File: config.mk
export PLATFORM = sky130hd
export DESIGN_NAME = hrm_front
export DESIGN_NICKNAME = d
export VERILOG_FILES = /design/src/hdl/hrm_pkg.sv /design/src/hdl/hrm_front.sv
export SDC_FILE = /design/constraint.sdc
export NUM_CORES = 1
export LEC_CHECK = 0
export BUFFER_PORTS_ARGS = -buffer_cell sky130_fd_sc_hd__buf_2
export CORE_ASPECT_RATIO = 1.5
export CORE_MARGIN = 2
export CORE_UTILIZATION = 43
export CTS_CLUSTER_SIZE = 12
export DETAILED_ROUTE_END_ITERATION = 8
export GPL_TIMING_DRIVEN = 1
export PLACE_DENSITY_LB_ADDON = 0.1
export SLEW_MARGIN = 20
export SYNTH_ARGS = -nofsm -noshare
export SYNTH_HDL_FRONTEND = slang
export SYNTH_SLANG_ARGS = --single-unit
File: constraint.sdc
create_clock -name clock -period 18.2 [get_ports clock]
set_input_delay 1.82 -clock clock [delete_from_list [all_inputs] [get_ports clock]]
set_output_delay 1.82 -clock clock [all_outputs]
set_load 0.02 [all_outputs]
File: src/hdl/hrm_pkg.sv
// ----------------------------------------------------------------------------
// hrm_pkg
// Shared types and constants of the heightfield ray marcher.
// ----------------------------------------------------------------------------
package hrm_pkg;

   localparam int GRID_MAX_DEF = 256;

   localparam int CSR_DATA_W = 32;
   localparam int CSR_IDX_W  = 3;

   localparam logic [CSR_IDX_W-1:0] CSR_ORIGIN_X   = 3'd0;
   localparam logic [CSR_IDX_W-1:0] CSR_ORIGIN_Y   = 3'd1;
   localparam logic [CSR_IDX_W-1:0] CSR_ORIGIN_Z   = 3'd2;
   localparam logic [CSR_IDX_W-1:0] CSR_SCALE_X    = 3'd3;
   localparam logic [CSR_IDX_W-1:0] CSR_SCALE_Z    = 3'd4;
   localparam logic [CSR_IDX_W-1:0] CSR_GRID_WIDTH = 3'd5;
   localparam logic [CSR_IDX_W-1:0] CSR_STEP_LIMIT = 3'd6;

   localparam logic [30:0] SCALE_RST = 31'd65536;
   localparam logic [8:0]  WIDTH_RST = 9'd256;
   localparam logic [15:0] LIMIT_RST = 16'd5000;

   localparam logic OPC_WRITE = 1'b0;
   localparam logic OPC_RAY   = 1'b1;

   typedef struct packed {
      logic               opcode;
      logic [15:0]        cell_index;
      logic signed [31:0] height_value;
      logic signed [31:0] cam_x;
      logic signed [31:0] cam_y;
      logic signed [31:0] cam_z;
      logic signed [31:0] dir_x;
      logic signed [31:0] dir_y;
      logic signed [31:0] dir_z;
   } item_type;

   typedef struct packed {
      logic signed [31:0] origin_x;
      logic signed [31:0] origin_y;
      logic signed [31:0] origin_z;
      logic [30:0]        scale_x;
      logic [30:0]        scale_z;
      logic [8:0]         grid_width;
      logic [15:0]        step_limit;
   } cfg_type;

endpackage

File: src/hdl/hrm_front.sv
// ----------------------------------------------------------------------------
// hrm_front
// Input side: takes items off the request channel into a two-entry queue.
// ----------------------------------------------------------------------------
module hrm_front import hrm_pkg::*; (
   input  logic     clock,
   input  logic     reset,
   input  logic     req_valid,
   output logic     req_stall,
   input  item_type req_item,
   output logic     q_valid,
   output item_type q_item,
   input  logic     q_pop
);

   item_type    slot_ff [2];
   logic        wr_ptr_ff, wr_ptr_in;
   logic        rd_ptr_ff, rd_ptr_in;
   logic [1:0]  count_ff, count_in;
   logic        push;
   logic        pop;

   assign req_stall = (count_ff == 2'd2);
   assign q_valid   = (count_ff != 2'd0);
   assign q_item    = slot_ff[rd_ptr_ff];
   assign push      = req_valid && !req_stall;
   assign pop       = q_pop && q_valid;

   always_comb begin
      wr_ptr_in = push ? !wr_ptr_ff : wr_ptr_ff;
      rd_ptr_in = pop ? !rd_ptr_ff : rd_ptr_ff;
      count_in  = count_ff + 2'(push) - 2'(pop);
   end

   always_ff @(posedge clock) begin
      if (reset) begin
         wr_ptr_ff <= 1'b0;
         rd_ptr_ff <= 1'b0;
         count_ff  <= 2'd0;
      end else begin
         wr_ptr_ff <= wr_ptr_in;
         rd_ptr_ff <= rd_ptr_in;
         count_ff  <= count_in;
      end
      if (push) begin
         slot_ff[wr_ptr_ff] <= req_item;
      end
   end

endmodule

Word level (Yosys, flattened, before mapping):

Memories as Yosys holds them, arrays and structs flattened. A register that Yosys moved wholly into a read port is not among the register bits.
Index checks and enable logic that the tools add are counted.

* output and inout port bits: 243
* memories kept: 1
* memory bits (writable): 482
* register bits: 4
* input port bits: 245
* logic and storage cells: 17

* add/sub/neg operators: 2
* reductions and logical operators: 6
* equality and inequality tests: 1
* mux-type cells: 4

Memory list
* slot_ff: words 2, bits a word 241, rd ports 1, clocked after Yosys merged registers in 1, write ports 1, line hrm_front.sv:16 `item_type slot_ff [2];`

Operator list (number)
* two-way mux 1 bit: 4
* zero test 1 bit: 3
* adder 2 x 1 -> 2 bit: 1
* == test 2 bit (second input constant): 1
* logical AND 1 bit: 2
* nonzero test 2 bit: 1
* subtractor 2 x 1 -> 2 bit: 1

Depth between registers and ports, before layout:

* depth in word-level cells: 5
* gate-level depth with buffers: 8
* gate-level depth less buffers: 8

Worst setup path after synthesis:

Ideal clock, no wire load.

* kind: input to register
* start point: input port req_valid
* end point: memory slot_ff[1][0] (netlist name), enable pin
* setup slack: 10203 ps
* buffers on the path: 0
* setup time: 634 ps
* arrival: 7363 ps
* cell stages on the path: 1
* data required time: 17566 ps
* path through: and3_1

* cells in the longest elaborated chain, start to end: 3

Ends and longest elaborated chain
* from (decl): line hrm_front.sv:8 `input logic req_valid,`
* logical AND 1 bit: line hrm_front.sv:26 `assign push = req_valid && !req_stall;`
* two-way mux 1 bit: line hrm_front.sv:45 `if (push) begin`
* two-way mux 1 bit (not written as such): line hrm_front.sv:46 `slot_ff[wr_ptr_ff] <= req_item;`
* to (decl): line hrm_front.sv:16

No other way between the ends.

==> results.md <==
- Final worst slack: 12590 ps
- Share of layout cells above drive strength 1: 0.6023
- Highest metal used: met5
- I/O Pins: 488
- DRC: 0
- Actual slew at the worst max-slew pin: 1032 ps
- Sw Ratio: 0.2940
- Post_cts resized: 0
- FF-to-FF Start: count_ff[0]
- GPL Wtd Cong: 0.7505
- Hold path startpoint: wr_ptr_ff
- Tcrit/Tclk final: 0.3080
- Max Cap Viol: 0
- Chip width: 172.9 um
- Clock network latency to the later pin of the worst-skew pair: 560 ps
- Crit path time final: 5605 ps
- Post-Route M1 WL: 13.87 mm
- CTS buffer count: 48
- Final Skew: 23.36 ps
- Syn_area_per_cell: 23.72 um^2
- Global-route wire length before repair: 60.57 mm
- Largest net degree at the start of global routing: 117
- Syn. warnings: 0
- Hold Buf Count CTS: 0
- Initial Util: 0.4368
- Critical-path maximum fanout: 56
- Pint: 0.002267 W
- Initial antenna violation count: 24
- RSZ-0062 raised after global routing: false
- Combinational power share: 0.277
- Die height: 257.4 um
- Vias in the first global route: 9805
- Leak pwr: 8.786 nW
- Syn Nets: 1023
- Post-DP HPWL: 29.51 mm
- I/O Buffers: 487
- CTS tree: built
- VDD IR max: 0.1593 mV
- Filler cell count: 3515
- Power share of the clock group: 0.273
- DR WL met2: 22.40 mm
- Mapped Cells: 776
- DR iter-0 viols: 458
- Worst setup EP type: output pin
- Critical path launch point type: flop
- TritonCTS Sinks: 487
- Post-synthesis cell area: 0.01840 mm^2
- Post-CTS setup buffer count: 0
- Arrival @ worst endpoint: 3790 ps
- Die area: 0.04450 mm^2
- Core Box Area: 0.04213 mm^2
- Root buf cell: clkbuf_16
- Placed Cells: 1809
- Final setup violation count: 0
- Relative slew slack: 0.3123
- PD cells: 141.1 mW/mm^2
- FMAX: 0.1784 GHz
- Critical path class: flop to output pin
- # nets final: 1542
- Met3 routed WL: 3.521 mm
- Clock transition at the registers of the reported paths: 60 ps
- Final core occ: 0.5400
- Final Non-Filler Cells: 1901
- Setup_tns: 0 ps
- Antenna viol nets, final: 0
- Slew Limit Fails: 0
- WL/cell: 22.27 um
- CTS HTree Levels: 2
- Synth unique cells: 20
- FF+latch count, synth: 487
- Vias: 9151
- Critical path data required time: 16380 ps
- Initial DRT Pass Iterations: 4
- GRT Util Overall: 0.1840
- Hold Fails Final Rpt: 0
- NetSw: 0.0009440 W
- DR vias/cell: 4.814
- Overflow after GRT: 0
- Area grow syn2layout: 23.61%
- Row cnt: 92
- WL final: 42.33 mm
- Clock buffer depth: 3
- Reg power frac: 0.450
- Hold Crit Class: flop to flop
- Outcome: completed
- Place WS: 13160 ps
- Sequential-to-total area share from yosys stat: 0.7919
==> path summary, 6_finish.rpt <==
check,slack [ps],end,cells past startpoint
setup reg to reg,14810,slot_ff[1][77],4
setup / recovery,12590,q_item[204],4
hold / removal,520,wr_ptr_ff,2
hold reg to reg,520,wr_ptr_ff,2
==> cell type report <==
class	count	area [um^2]	area share
timing repair buffer	496	2505	0.1101
clock inverter	10	52.55	0.002310
sequential	487	14580	0.6408
tap	564	705.7	0.03102
antenna	17	42.54	0.001870
clock buffer	65	1296	0.05698
inverter	4	22.52	0.0009900
multi-input combinational	258	3547	0.1559
==> per-layer routing <==
metal,up-vias,GRT usage
met5,-,0
met1,4506,0.1799
met4,10,0.1149
met2,375,0.3274
li1,4143,-
met3,117,0.06723
==> stage by stage <==
stage,hold WS [ps],power [W],cell area (um^2)
final,521.2,0.003211,22750
after floorplan,451.8,0.002132,18400
after global routing,542.7,0.003340,22750
after global placement,474.6,0.002365,21360
after detailed placement,506.7,0.002370,21360
after CTS,522.2,0.003254,22710
==> sequential cells by signal, indices dropped and copies added (netlist names), named ones only <==
register / flops
count_ff: 2
wr_ptr_ff: 1
slot_ff: 482
rd_ptr_ff: 1
==> synthesized netlist by cell type <==
cell type | count | area, um^2
nand2b_1 | 1 | 6.260
ha_1 | 2 | 25.02
o21a_1 | 1 | 7.510
and3_1 | 1 | 6.260
dfxtp_1 | 5 | 100.1
mux2_4 | 190 | 2853
o21ai_0 | 1 | 5.000
a21oi_1 | 1 | 5.000
edfxtp_1 | 482 | 14470
or3_1 | 1 | 6.260
buf_6 | 22 | 247.7
mux2_2 | 51 | 574.3
nand2_1 | 1 | 3.750
nor2_1 | 3 | 11.26
nor2b_1 | 1 | 6.260
xnor2_1 | 2 | 17.52
or2_2 | 1 | 6.260
xor2_1 | 1 | 8.760
inv_1 | 4 | 15.01
buf_2 | 5 | 25.02
==> logic make-up after synthesis <==
group	count (synthesis)	synth area share
flops	487	0.7919
mux	241	0.1862
xor+xnor	3	0.001428
simple gates	9	0.002516
fa+ha+maj	2	0.001359
buf+inv	31	0.01564
compound gates	3	0.0009514
==> critical path, cell delays in order (launching register included) <==
cell	delay, ps
dfxtp_4	790
buf_4	910
buf_4	850
mux2_4	350
buf_2	160
==> layout by cell type (no fill, tap or decap), types with 3 or more instances in the layout <==
cell type  netlist  layout
clkinv_1         0       6
buf_4            0       9
clkbuf_16        0      49
diode_2          0      17
dfxtp_1          5       4
mux2_4         190     190
clkbuf_1         0      15
inv_1            4       3
nor2_1           3       3
mux2_2          51      51
buf_2            5     487
edfxtp_1       482     482
==> power groups by stage <==
stage               Combinational (W)  Clock (W)  Sequential [W]
floorplan                    0.000660          0         0.00147
global placement             0.000899          0         0.00147
detailed placement           0.000900          0         0.00147
CTS                          0.000903   0.000904         0.00145
global route                 0.000939   0.000943         0.00146
finish                       0.000888   0.000878         0.00145
Note: power is estimated with default switching activity, not from simulation.
